`src/hdl/fpt_pkg.sv`:
```
// ----------------------------------------------------------------------------
// fpt_pkg
// Shared types, constants and helpers of the flow pulse totalizer.
// ----------------------------------------------------------------------------
package fpt_pkg;

  localparam int unsigned TICK_RATE = 32768;

  localparam longint unsigned TICKS_SEC  = longint'(TICK_RATE);
  localparam longint unsigned TICKS_MIN  = longint'(TICK_RATE) * 60;
  localparam longint unsigned TICKS_HOUR = longint'(TICK_RATE) * 3600;
  localparam longint unsigned TICKS_DAY  = longint'(TICK_RATE) * 86400;

  localparam int unsigned VAL_W     = 32;
  localparam int unsigned WIN_W     = 16;
  localparam int unsigned MILLION   = 1000000;
  localparam int unsigned MIL_W     = $clog2(MILLION + 1);
  localparam int unsigned UTW       = $clog2(TICKS_DAY + 1);
  localparam int unsigned RNUM_W    = WIN_W + UTW;
  localparam int unsigned DEN_W     = WIN_W + VAL_W;
  localparam int unsigned MUL_A_W   = (RNUM_W > DEN_W) ? RNUM_W : DEN_W;
  localparam int unsigned DVD_W     = MUL_A_W + MIL_W;
  localparam int unsigned CNT_W     = $clog2(DVD_W);
  localparam logic [VAL_W-1:0] CAL_RESET = VAL_W'(1000);

  localparam int unsigned IN_TDATA_W  = 72;
  localparam int unsigned OUT_TDATA_W = 104;
  localparam int unsigned CFG_ADDR_W  = 2;

  typedef enum logic [CFG_ADDR_W-1:0] {
    REG_CAL_FACTOR = 2'd0,
    REG_RATE_UNIT  = 2'd1
  } cfg_reg_e;

  typedef enum logic [1:0] {
    UNIT_SEC  = 2'd0,
    UNIT_MIN  = 2'd1,
    UNIT_HOUR = 2'd2,
    UNIT_DAY  = 2'd3
  } rate_unit_e;

  typedef enum logic [1:0] {
    OP_PART  = 2'd0,
    OP_GRAND = 2'd1,
    OP_RATE  = 2'd2
  } op_e;

  typedef enum logic [1:0] {
    MUL_NONE = 2'd0,
    MUL_DEN  = 2'd1,
    MUL_RNUM = 2'd2,
    MUL_NUM  = 2'd3
  } mul_op_e;

  typedef enum logic [2:0] {
    S_IDLE,
    S_MUL_DEN,
    S_MUL_RNUM,
    S_MUL_NUM,
    S_DIV,
    S_STORE,
    S_FINISH
  } state_e;

  typedef struct packed {
    logic    load;
    mul_op_e mul_op;
    op_e     op;
    logic    div_start;
    logic    div_en;
    logic    store;
    logic    out_load;
  } ctrl_cmd_t;

  typedef struct packed {
    logic div_done;
  } dp_status_t;

  function automatic logic [UTW-1:0] unit_ticks(input rate_unit_e unit);
    logic [UTW-1:0] t;
    case (unit)
      UNIT_SEC:  t = UTW'(TICKS_SEC);
      UNIT_MIN:  t = UTW'(TICKS_MIN);
      UNIT_HOUR: t = UTW'(TICKS_HOUR);
      UNIT_DAY:  t = UTW'(TICKS_DAY);
      default:   t = UTW'(TICKS_SEC);
    endcase
    return t;
  endfunction

endpackage

```
`src/hdl/flow_pulse_totalizer_top.sv`:
```
// ----------------------------------------------------------------------------
// flow_pulse_totalizer_top
// Flow meter pulse totalizer with volume and rate in six-decimal fixed point.
//
//   Channel  Direction  Payload
//   s_axis   in         new_pulses, window_pulses, window_ticks, clears
//   m_axis   out        partial_volume, grand_volume, flow_rate, rate_error
//   cfg      in         index 0 cal_factor, index 1 rate_time_unit
//
// An item runs through a load, two setup multiplies and three bit-serial
// divisions of 68 steps each in one shared divider, each after a multiply.
// One item is in work at a time; s_axis is ready only when the sequencer
// idles. A finished result waits in the output register; a new item may be
// accepted meanwhile. Reset clears both pulse totals and loads config
// defaults.
// ----------------------------------------------------------------------------
module flow_pulse_totalizer_top import fpt_pkg::*; (
  input  logic                   clk_i,
  input  logic                   rst_ni,
  input  logic                   s_axis_tvalid,
  output logic                   s_axis_tready,
  // [31:0] new_pulses, [47:32] window_pulses, [63:48] window_ticks,
  // [64] clear_partial, [65] clear_grand
  input  logic [IN_TDATA_W-1:0]  s_axis_tdata,
  output logic                   m_axis_tvalid,
  input  logic                   m_axis_tready,
  // [31:0] partial_volume, [63:32] grand_volume, [95:64] flow_rate,
  // [96] rate_error
  output logic [OUT_TDATA_W-1:0] m_axis_tdata,
  input  logic                   cfg_valid_i,
  output logic                   cfg_ready_o,
  input  logic [CFG_ADDR_W-1:0]  cfg_addr_i,
  input  logic [VAL_W-1:0]       cfg_data_i
);

  ctrl_cmd_t  cmd;
  dp_status_t status;

  assign cfg_ready_o = 1'b1;

  fpt_ctrl u_ctrl (
    .clk_i       (clk_i),
    .rst_ni      (rst_ni),
    .in_valid_i  (s_axis_tvalid),
    .in_ready_o  (s_axis_tready),
    .out_valid_o (m_axis_tvalid),
    .out_ready_i (m_axis_tready),
    .status_i    (status),
    .cmd_o       (cmd)
  );

  fpt_datapath u_datapath (
    .clk_i           (clk_i),
    .rst_ni          (rst_ni),
    .cfg_valid_i     (cfg_valid_i),
    .cfg_addr_i      (cfg_addr_i),
    .cfg_data_i      (cfg_data_i),
    .new_pulses_i    (s_axis_tdata[31:0]),
    .window_pulses_i (s_axis_tdata[47:32]),
    .window_ticks_i  (s_axis_tdata[63:48]),
    .clear_partial_i (s_axis_tdata[64]),
    .clear_grand_i   (s_axis_tdata[65]),
    .cmd_i           (cmd),
    .status_o        (status),
    .out_data_o      (m_axis_tdata)
  );

endmodule

```
`src/hdl/fpt_datapath.sv`:
```
// ----------------------------------------------------------------------------
// fpt_datapath
// Config registers, pulse counters, shared multiplier, bit-serial divider
// and result registers.
// ----------------------------------------------------------------------------
module fpt_datapath import fpt_pkg::*; (
  input  logic                   clk_i,
  input  logic                   rst_ni,
  input  logic                   cfg_valid_i,
  input  logic [CFG_ADDR_W-1:0]  cfg_addr_i,
  input  logic [VAL_W-1:0]       cfg_data_i,
  input  logic [VAL_W-1:0]       new_pulses_i,
  input  logic [WIN_W-1:0]       window_pulses_i,
  input  logic [WIN_W-1:0]       window_ticks_i,
  input  logic                   clear_partial_i,
  input  logic                   clear_grand_i,
  input  ctrl_cmd_t              cmd_i,
  output dp_status_t             status_o,
  output logic [OUT_TDATA_W-1:0] out_data_o
);

  logic [VAL_W-1:0]   cal_q;
  rate_unit_e         unit_q;
  logic [VAL_W-1:0]   part_q, grand_q;
  logic [WIN_W-1:0]   dp_q, dt_q;
  logic               err_q;
  logic [DEN_W-1:0]   den_q;
  logic [RNUM_W-1:0]  rnum_q;
  logic [DVD_W-1:0]   dvd_q;
  logic [DEN_W-1:0]   rem_q, rem_d;
  logic [VAL_W-1:0]   quo_q;
  logic               ovf_q;
  logic [CNT_W-1:0]   cnt_q;
  logic [VAL_W-1:0]   res_part_q, res_grand_q, res_rate_q, res_val;
  logic [OUT_TDATA_W-1:0] out_q;

  logic [MUL_A_W-1:0] mul_a;
  logic [MIL_W-1:0]   mul_b;
  logic [DVD_W-1:0]   prod;
  logic [DEN_W-1:0]   divisor;
  logic [DEN_W:0]     trial, diff;
  logic               ge;

  always_comb begin
    mul_a = '0;
    mul_b = '0;
    case (cmd_i.mul_op)
      MUL_DEN: begin
        mul_a = MUL_A_W'(cal_q);
        mul_b = MIL_W'(dt_q);
      end
      MUL_RNUM: begin
        mul_a = MUL_A_W'(unit_ticks(unit_q));
        mul_b = MIL_W'(dp_q);
      end
      MUL_NUM: begin
        mul_b = MIL_W'(MILLION);
        case (cmd_i.op)
          OP_PART:  mul_a = MUL_A_W'(part_q);
          OP_GRAND: mul_a = MUL_A_W'(grand_q);
          OP_RATE:  mul_a = MUL_A_W'(rnum_q);
          default:  mul_a = '0;
        endcase
      end
      default: begin
        mul_a = '0;
        mul_b = '0;
      end
    endcase
  end

  assign prod = DVD_W'(mul_a) * DVD_W'(mul_b);

  assign divisor = (cmd_i.op == OP_RATE) ? den_q : DEN_W'(cal_q);
  assign trial   = {rem_q, dvd_q[DVD_W-1]};
  assign ge      = trial >= {1'b0, divisor};
  assign diff    = trial - {1'b0, divisor};
  assign rem_d   = ge ? diff[DEN_W-1:0] : trial[DEN_W-1:0];
  assign res_val = ovf_q ? '1 : quo_q;

  assign status_o.div_done = (cnt_q == CNT_W'(DVD_W - 1));

  always_ff @(posedge clk_i or negedge rst_ni) begin
    if (!rst_ni) begin
      cal_q   <= CAL_RESET;
      unit_q  <= UNIT_SEC;
      part_q  <= '0;
      grand_q <= '0;
      cnt_q   <= '0;
    end else begin
      if (cfg_valid_i && cfg_addr_i == REG_CAL_FACTOR) begin
        cal_q <= cfg_data_i;
      end
      if (cfg_valid_i && cfg_addr_i == REG_RATE_UNIT) begin
        unit_q <= rate_unit_e'(cfg_data_i[1:0]);
      end
      if (cmd_i.load) begin
        part_q  <= (clear_partial_i ? '0 : part_q) + new_pulses_i;
        grand_q <= (clear_grand_i ? '0 : grand_q) + new_pulses_i;
      end
      if (cmd_i.div_start) begin
        cnt_q <= '0;
      end else if (cmd_i.div_en) begin
        cnt_q <= cnt_q + CNT_W'(1);
      end
    end
  end

  always_ff @(posedge clk_i) begin
    if (cmd_i.load) begin
      dp_q  <= window_pulses_i;
      dt_q  <= window_ticks_i;
      err_q <= (window_ticks_i == '0);
    end
    if (cmd_i.mul_op == MUL_DEN) begin
      den_q <= prod[DEN_W-1:0];
    end
    if (cmd_i.mul_op == MUL_RNUM) begin
      rnum_q <= prod[RNUM_W-1:0];
    end
    if (cmd_i.mul_op == MUL_NUM) begin
      dvd_q <= prod;
    end else if (cmd_i.div_en) begin
      dvd_q <= {dvd_q[DVD_W-2:0], 1'b0};
    end
    if (cmd_i.div_start) begin
      rem_q <= '0;
      quo_q <= '0;
      ovf_q <= 1'b0;
    end else if (cmd_i.div_en) begin
      rem_q <= rem_d;
      quo_q <= {quo_q[VAL_W-2:0], ge};
      ovf_q <= ovf_q | quo_q[VAL_W-1];
    end
    if (cmd_i.store) begin
      case (cmd_i.op)
        OP_PART:  res_part_q  <= res_val;
        OP_GRAND: res_grand_q <= res_val;
        OP_RATE:  res_rate_q  <= res_val;
        default:  res_rate_q  <= res_val;
      endcase
    end
    if (cmd_i.out_load) begin
      out_q <= {7'b0, err_q, res_rate_q, res_grand_q, res_part_q};
    end
  end

  assign out_data_o = out_q;

  a_rem_below_divisor: assert property (@(posedge clk_i) disable iff (!rst_ni)
    $past(cmd_i.div_en) && !$past(cfg_valid_i) && divisor != '0 |-> rem_q < divisor)
    else $error("divider remainder not below divisor");

endmodule

```
`src/hdl/fpt_ctrl.sv`:
```
// ----------------------------------------------------------------------------
// fpt_ctrl
// Sequencer: load, two setup multiplies, then multiply and divide for the
// partial volume, grand volume and rate, then hand off to the output.
// ----------------------------------------------------------------------------
module fpt_ctrl import fpt_pkg::*; (
  input  logic       clk_i,
  input  logic       rst_ni,
  input  logic       in_valid_i,
  output logic       in_ready_o,
  output logic       out_valid_o,
  input  logic       out_ready_i,
  input  dp_status_t status_i,
  output ctrl_cmd_t  cmd_o
);

  state_e state_q, state_d;
  op_e    op_q, op_d;
  logic   out_valid_q, out_valid_d;

  always_ff @(posedge clk_i or negedge rst_ni) begin
    if (!rst_ni) begin
      state_q     <= S_IDLE;
      op_q        <= OP_PART;
      out_valid_q <= 1'b0;
    end else begin
      state_q     <= state_d;
      op_q        <= op_d;
      out_valid_q <= out_valid_d;
    end
  end

  always_comb begin
    state_d     = state_q;
    op_d        = op_q;
    out_valid_d = out_valid_q && !out_ready_i;
    in_ready_o  = 1'b0;
    cmd_o       = '{load: 1'b0, mul_op: MUL_NONE, op: op_q, div_start: 1'b0,
                    div_en: 1'b0, store: 1'b0, out_load: 1'b0};
    case (state_q)
      S_IDLE: begin
        in_ready_o = 1'b1;
        if (in_valid_i) begin
          cmd_o.load = 1'b1;
          state_d    = S_MUL_DEN;
        end
      end
      S_MUL_DEN: begin
        cmd_o.mul_op = MUL_DEN;
        state_d      = S_MUL_RNUM;
      end
      S_MUL_RNUM: begin
        cmd_o.mul_op = MUL_RNUM;
        op_d         = OP_PART;
        state_d      = S_MUL_NUM;
      end
      S_MUL_NUM: begin
        cmd_o.mul_op    = MUL_NUM;
        cmd_o.div_start = 1'b1;
        state_d         = S_DIV;
      end
      S_DIV: begin
        cmd_o.div_en = 1'b1;
        if (status_i.div_done) begin
          state_d = S_STORE;
        end
      end
      S_STORE: begin
        cmd_o.store = 1'b1;
        case (op_q)
          OP_PART: begin
            op_d    = OP_GRAND;
            state_d = S_MUL_NUM;
          end
          OP_GRAND: begin
            op_d    = OP_RATE;
            state_d = S_MUL_NUM;
          end
          default: begin
            state_d = S_FINISH;
          end
        endcase
      end
      S_FINISH: begin
        if (!out_valid_q || out_ready_i) begin
          cmd_o.out_load = 1'b1;
          out_valid_d    = 1'b1;
          state_d        = S_IDLE;
        end
      end
      default: begin
        state_d = S_IDLE;
      end
    endcase
  end

  assign out_valid_o = out_valid_q;

  a_accept_starts: assert property (@(posedge clk_i) disable iff (!rst_ni)
    in_valid_i && in_ready_o |=> state_q == S_MUL_DEN)
    else $error("accepted item did not start the sequence");

  a_div_ends: assert property (@(posedge clk_i) disable iff (!rst_ni)
    state_q == S_DIV && status_i.div_done |=> state_q == S_STORE)
    else $error("divider finish not followed by store");

  a_finish_hands_off: assert property (@(posedge clk_i) disable iff (!rst_ni)
    state_q == S_FINISH && (!out_valid_q || out_ready_i)
    |=> out_valid_q && state_q == S_IDLE)
    else $error("result not handed to output register");

endmodule
```
`config.mk`:
```
export PLATFORM = sky130hd
export DESIGN_NAME = flow_pulse_totalizer_top
export DESIGN_NICKNAME = d
export VERILOG_FILES = /design/src/hdl/fpt_pkg.sv /design/src/hdl/flow_pulse_totalizer_top.sv /design/src/hdl/fpt_datapath.sv /design/src/hdl/fpt_ctrl.sv
export SDC_FILE = /design/constraint.sdc
export NUM_CORES = 2
export LEC_CHECK = 0
export ABC_AREA = 1
export BUFFER_PORTS_ARGS = -buffer_cell sky130_fd_sc_hd__buf_2
export CAP_MARGIN = 20
export CORE_UTILIZATION = 51
export DETAILED_ROUTE_END_ITERATION = 8
export HOLD_SLACK_MARGIN = 0.06
export PLACE_DENSITY_LB_ADDON = 0.3
export SYNTH_ARGS = -nofsm -noshare
export SYNTH_HDL_FRONTEND = slang
export SYNTH_SLANG_ARGS = --single-unit
```
`constraint.sdc`:
```
create_clock -name clk_i -period 7.3 [get_ports clk_i]
set_input_delay 0.73 -clock clk_i [delete_from_list [all_inputs] [get_ports clk_i]]
set_output_delay 0.73 -clock clk_i [all_outputs]
set_load 0.005 [all_outputs]
```
-- After elaboration in Yosys (flattened, before gate mapping)
Cells that the tools add are included.
- div/mod/pow operators: 0
- shift operators: 0
- $add $sub $neg: 4
- eq/ne operators: 20
- $mul: 1
- bitwise logic cells: 2
- muxes and demuxes: 31
- $lt $le $gt $ge: 1
- reduce and logical (&&, ||, !) cells: 20
- operators by type and width (operator ; number):
    48-bit one-hot mux with 3 select lines ; 2
    68-bit two-way mux ; 2
    32-bit one-hot mux with 4 select lines ; 1
    32-bit two-way mux ; 3
    48-bit two-way mux ; 2
    48-bit by 20-bit multiplier with 68-bit output ; 1
    32-bit adder ; 2
    20-bit one-hot mux with 3 select lines ; 1
    49-bit by 48-bit >= comparator with 1-bit output ; 1
    48-bit subtractor ; 1
    3-bit one-hot mux with 7 select lines ; 1
    16-bit logical NOT ; 1
    7-bit two-way mux ; 2
    3-bit two-way mux ; 4
    2-bit == test, second input constant ; 5
    1-bit two-way mux ; 10
    3-bit == test, second input constant ; 3
    2-bit by 1-bit == test with 1-bit output, second input constant ; 4
    2-bit one-hot mux with 2 select lines ; 2
    2-bit AND reduction ; 4
    7-bit by 1-bit adder with 7-bit output, second input constant ; 1
    7-bit == test, second input constant ; 1
    3-bit by 2-bit == test with 1-bit output, second input constant ; 2
    2-bit logical NOT ; 3
    14 further kinds ; 20
- bits in registers: 582
- memories: 0
- logic and storage cells: 100
- bits in read-only memories: 0
- output and inout port bits: 107
- bits in latches: 0
- RAM bits: 0

-- Logic depth before layout (Yosys ltp)
- word-level depth: 6
- mapped depth: 40

-- Modules after synthesis
A second synthesis with hierarchy kept.
- cells, all modules: 6871
- area, all modules: 58811.4 um^2
- modules (own cells, without submodules) (module ; cells an instance ; area each (um^2) ; instances):
    fpt_datapath ; 6815 ; 58439.8 ; 1
    fpt_ctrl ; 54 ; 360.3 ; 1
    flow_pulse_totalizer_top ; 2 ; 11.3 ; 1

-- Worst setup path before layout
Ideal clock, no wire load.
- path kind: flip-flop to flip-flop
- start point: reg u_ctrl.state_q[0]
- end point: reg u_datapath.dvd_q[51] (data pin)
- cell stages (with the launch flop): 34
- data arrival time: 7326 ps
- required time: 7047 ps
- clock period less this slack: 7579 ps
- path slack: -279 ps
- buffers on the path: 2
- cell sequence: dfrtp_1 inv_1 nand2_1 nor2_1 buf_2 nand2_1 o211ai_1 buf_2 nand2_1 fa_1 inv_1 fa_1 inv_1 fa_1 inv_1 fa_1 fa_1 fa_1 inv_1 fa_1 inv_1 ha_1 nand2_1 nor2_1 inv_1 nor2_1 inv_1 nor2_1 nor2_1 or2_2 nand3_1 nand2_1 nand3_1 nand2_1
- cells in the longest elaborated chain, start to end: 6
- elaborated cells between the ends (all ways): 11
- those cells by class: 1 x mul; 6 x eq/ne; 4 x mux
- ends and longest elaborated chain (what ; RTL line ; text):
    start, declared ; fpt_ctrl.sv:17 ; state_e state_q, state_d;
    start signal, assigned ; fpt_ctrl.sv:27 ; state_q <= state_d;
    3-bit by 2-bit == test with 1-bit output or 3-bit by 1-bit == test with 1-bit output (tied branches) ; fpt_ctrl.sv:40 ; case (state_q)
    2-bit one-hot mux with 3 select lines (*) ; fpt_ctrl.sv:40 ;
    2-bit == test (tied with other cells) ; fpt_datapath.sv:47, fpt_datapath.sv:121 ;
    48-bit one-hot mux with 3 select lines or 20-bit one-hot mux with 3 select lines (tied branches) ; fpt_datapath.sv:47 ; case (cmd_i.mul_op)
    48-bit by 20-bit multiplier with 68-bit output ; fpt_datapath.sv:72 ; assign prod = DVD_W'(mul_a) * DVD_W'(mul_b);
    68-bit two-way mux (*) ; fpt_datapath.sv:121 ; if (cmd_i.mul_op == MUL_NUM) begin
    end signal, assigned ; fpt_datapath.sv:122 ; dvd_q <= prod;
    end signal, assigned ; fpt_datapath.sv:124 ; dvd_q <= {dvd_q[DVD_W-2:0], 1'b0};
    end, declared ; fpt_datapath.sv:29 ; logic [DVD_W-1:0] dvd_q;
Mark *: on every way between the ends. The rest lies on a longest branch, timed or not.
A chain may end at the register's enable or synchronous reset.

-- Final worst setup path
- start point: reg u_ctrl.op_q[1]
- end point: reg u_datapath.dvd_q[60] (data pin)
- cells in the longest elaborated chain, start to end: 5
- elaborated cells between the ends (all ways): 7
- those cells by class: 1 x mul; 2 x eq/ne; 3 x mux; 1 x reduce/logical
- ends and longest elaborated chain (what ; RTL line ; text):
    start, declared ; fpt_ctrl.sv:18 ; op_e op_q, op_d;
    start signal, assigned ; fpt_ctrl.sv:28 ; op_q <= op_d;
    2-bit == test (tied with other cells) ; fpt_datapath.sv:58 ; case (cmd_i.op)
    48-bit one-hot mux with 3 select lines (*) ; fpt_datapath.sv:58 ;
    48-bit one-hot mux with 3 select lines (*) ; fpt_datapath.sv:47 ;
    48-bit by 20-bit multiplier with 68-bit output (*) ; fpt_datapath.sv:72 ;
    68-bit two-way mux (*) ; fpt_datapath.sv:121 ;
Marked as above.

==> results.yml <==
run_status:
  outcome: "complete, but fails checks"
  violations: "setup timing"
flow_run:
  drv.max_cap_violation_count: 0
floorplanning:
  die_y_um: 344
  pin_count: 218
  rows: 124
  core_um2: 115000
  die-width_um: 344
  floorplan.initialDensity: 0.518
  die_area_um2: 118000
global_route:
  overflow: 0
  grt_pass1_vias: 51193
  grt_max_degree: 101
  antenna_found_initial: 2
  grt_first_pass_wirelength_um: 294000
  grt.total_usage: 0.331
logic_synthesis:
  ys_seq_elements: 582
  area_of_the_mapped_netlist_um2: 59500
  yosys-top-cells-area: "sky130_fd_sc_hd__fa_1 (27%), sky130_fd_sc_hd__edfxtp_1 (20%), sky130_fd_sc_hd__nand2_1 (11%)"
  synth_top_flop_cell: "sky130_fd_sc_hd__edfxtp_1"
  synthArstFlopShare: 0.191
  synth_cell_type_count: 54
  synth_top_area_cell: "sky130_fd_sc_hd__fa_1"
  synth_largest_type_area_fraction: 0.271
  synth_edf_count: 390
  yosys_warnings: 0
  yosysSeqAreaShare: 0.271
  postSynthCellCount: 7141
  synthesis.area_per_instance_um2: 8.33
setup_path:
  start_kind: "register"
  timing.reg2reg.setup_slack_ns: -0.18
  critPathLaunch: "u_ctrl.op_q[1]"
  criticalPathCategory: "register to register"
  worst_path_most_repeated_cell: "sky130_fd_sc_hd__fa_1"
  critical_path_destination: "u_datapath.dvd_q[60]"
  r2r_depth: 32
  worstPathMaxFanout: 12
  worstReg2RegStart: "u_ctrl.op_q[1]"
  cp_arrival_ns: 7.93
  worst_ep_required_time_ns: 7.75
  crit_path_top_delay_cell: "sky130_fd_sc_hd__fa_1"
  endpoint_kind: "register"
  critical_path.max_stage_delay_ns: 0.58
  regToRegEndpoint: "u_datapath.dvd_q[60]"
clock_tree:
  numCtsBuffers: 59
  cts.hold.buffers_added: 0
  root_driver: "sky130_fd_sc_hd__clkbuf_16"
  clk_latency_ns: 0.69
  cts_sinks: 582
  clk_transition_reported_paths_ns: 0.07
  h_tree_level_count: 2
  cts_tree: "built"
  clock_tree.buffer_depth: 3
min_path:
  worstHoldPathType: "primary input to asynchronous set/reset pin"
detailed_routing:
  drt_pass1_iterations: 6
  wl_per_cell_um: 20.0
  drt.antenna.violating_nets: 0
  wirelength_um: 194000
  routed-via-count: 50577
  first_iter_violations: 4136
  via_per_inst: 5.22
  post-route-drc-count: 0
sta:
  fin_crit_share: 1.02
  skew_ns: 0.0719
  fmax_mhz: 134
  rsz0062_at_grt: "true"
  layout_min_cycle_time_ns: 7.48
  finalSetupViolations: 53
  worst_max_slew_margin_expressed_relative_to_the_limit: 0.264
  slew_viol_final: 0
  final_hold_viol_count: 0
  finalWorstSetupSlack_ns: -0.179
  worstMarginPinSlew_ns: 1.10
final_layout:
  proportion_of_layout_cells_with_a_drive_suffix_above_1: 0.189
  flow.area_growth_from_synthesis_pct: 22.3
  final_net_count: 9341
  leading_cell_type_in_the_layout_fill_and_taps_excluded: "sky130_fd_sc_hd__nand2_1"
  layout.cells.most_common_list: "sky130_fd_sc_hd__nand2_1 (1659), sky130_fd_sc_hd__inv_1 (1540), sky130_fd_sc_hd__fa_1 (774), sky130_fd_sc_hd__buf_4 (583), sky130_fd_sc_hd__nor2_1 (552)"
  utilization: 0.633
place:
  preCtsSetupSlack_ns: -0.621
  hpwlAfterDp_um: 161000
  port_buffers: 203
  globalplace.congestion: 0.997
## sequential cells by signal, indices dropped and copies added (netlist names), 32 cells and up
register,flops
u_datapath.cal_q,32
u_datapath.den_q,48
u_datapath.rnum_q,48
u_datapath.quo_q,32
u_datapath.res_grand_q,32
u_datapath.rem_q,48
u_datapath.out_data_o,97
u_datapath.grand_q,32
u_datapath.dvd_q,68
u_datapath.res_rate_q,32
u_datapath.part_q,32
u_datapath.res_part_q,32
## synth_stat cells, drive strengths merged (13+ instances only)
| library cell | count |
|---|---|
| nand2 | 1751 |
| inv | 1623 |
| fa | 807 |
| nor2 | 661 |
| edfxtp | 390 |
| ha | 303 |
| nand3 | 297 |
| a21oi | 239 |
| o21ai | 215 |
| dfrtp | 105 |
| clkbuf | 92 |
| buf | 84 |
| dfxtp | 81 |
| xor2 | 77 |
| nand4 | 73 |
| o22ai | 53 |
| nor3 | 39 |
| o221ai | 31 |
| nand3b | 28 |
| and2 | 23 |
| or2 | 21 |
| o21bai | 20 |
| xnor2 | 18 |
| o211ai | 16 |
| a21o | 13 |
| nor4 | 13 |
## cells by family after synthesis
kind of cell / Yosys count / share of synthesized area
buffers and inverters: 1800 / 0.115
flip-flops: 582 / 0.271
XOR/XNOR: 95 / 0.0140
adder cells (fa/ha/maj): 1110 / 0.335
other: 2 / 0.000126
multiplexers: 24 / 0.00429
AND/OR/NAND/NOR: 2910 / 0.199
AO/OA/AOI/OAI: 618 / 0.0610
## worst max-delay path: cells and delay by family (launching register included)
family                   cells  cell delay (ns)
adder cells (fa/ha/maj)      8             3.74
AND/OR/NAND/NOR              6             0.50
flip-flops                   1             0.46
AO/OA/AOI/OAI                7             1.11
buffers and inverters       11             1.44
## what timing repair did
item | CTS | global route
gates resized for setup | 240 | 392
gates cloned | 0 | 5
setup endpoints to repair | 125 | 128
setup buffers | 20 | 47
pin swaps | 42 | 62
## metrics by stage
step | area, µm² | hold WS (ns) | setup TNS (ns) | instances
after global routing | 72800 | 0.188 | -22.25 | 9683
after floorplan | 60300 | 0.400 | 0 | 7356
after detailed placement | 67600 | 0.405 | -47.38 | 9496
after CTS | 70700 | 0.141 | -4.14 | 9627
after global placement | 67600 | 0.401 | -39.22 | 9496
final | 72800 | 0.134 | -3.24 | 9683
## layout make-up
cell class / count / area, µm²
Clock inverter: 35 / 404
Antenna cell: 1 / 2.50
Timing Repair Buffer: 878 / 6970
Inverter: 1624 / 6170
Timing Repair inverter: 1 / 8.76
Tap cell: 1512 / 1890
Sequential cell: 582 / 16100
Multi-Input combinational cell: 4974 / 39600
Clock buffer: 76 / 1670
Fill cell: 9843 / 42200
## how the worst min path moves through the flow
stage / from / end / slack, ns
2_1_floorplan: u_datapath.res_part_q[0] / u_datapath.out_data_o[0] / 0.40
3_3_place_gp: u_datapath.res_part_q[31] / u_datapath.out_data_o[31] / 0.40
3_5_place_dp: u_datapath.res_part_q[14] / u_datapath.out_data_o[14] / 0.40
4_1_cts: rst_ni / u_datapath.grand_q[10] / 0.14
5_1_grt: rst_ni / u_datapath.grand_q[10] / 0.19
6_report: rst_ni / u_datapath.grand_q[10] / 0.13
## layer usage
layer / wire length (µm) / GRT usage / vias up
met5: 0 / 0 / -
met4: 8460 / 0.125 / 0
met1: 81100 / 0.445 / 24743
met2: 89800 / 0.539 / 1865
li1: - / - / 23587
met3: 14700 / 0.0518 / 382
Power is left out: the tool's default activity adds up to more than one toggle a clock period on the data nets, which glitch-free logic cannot reach.
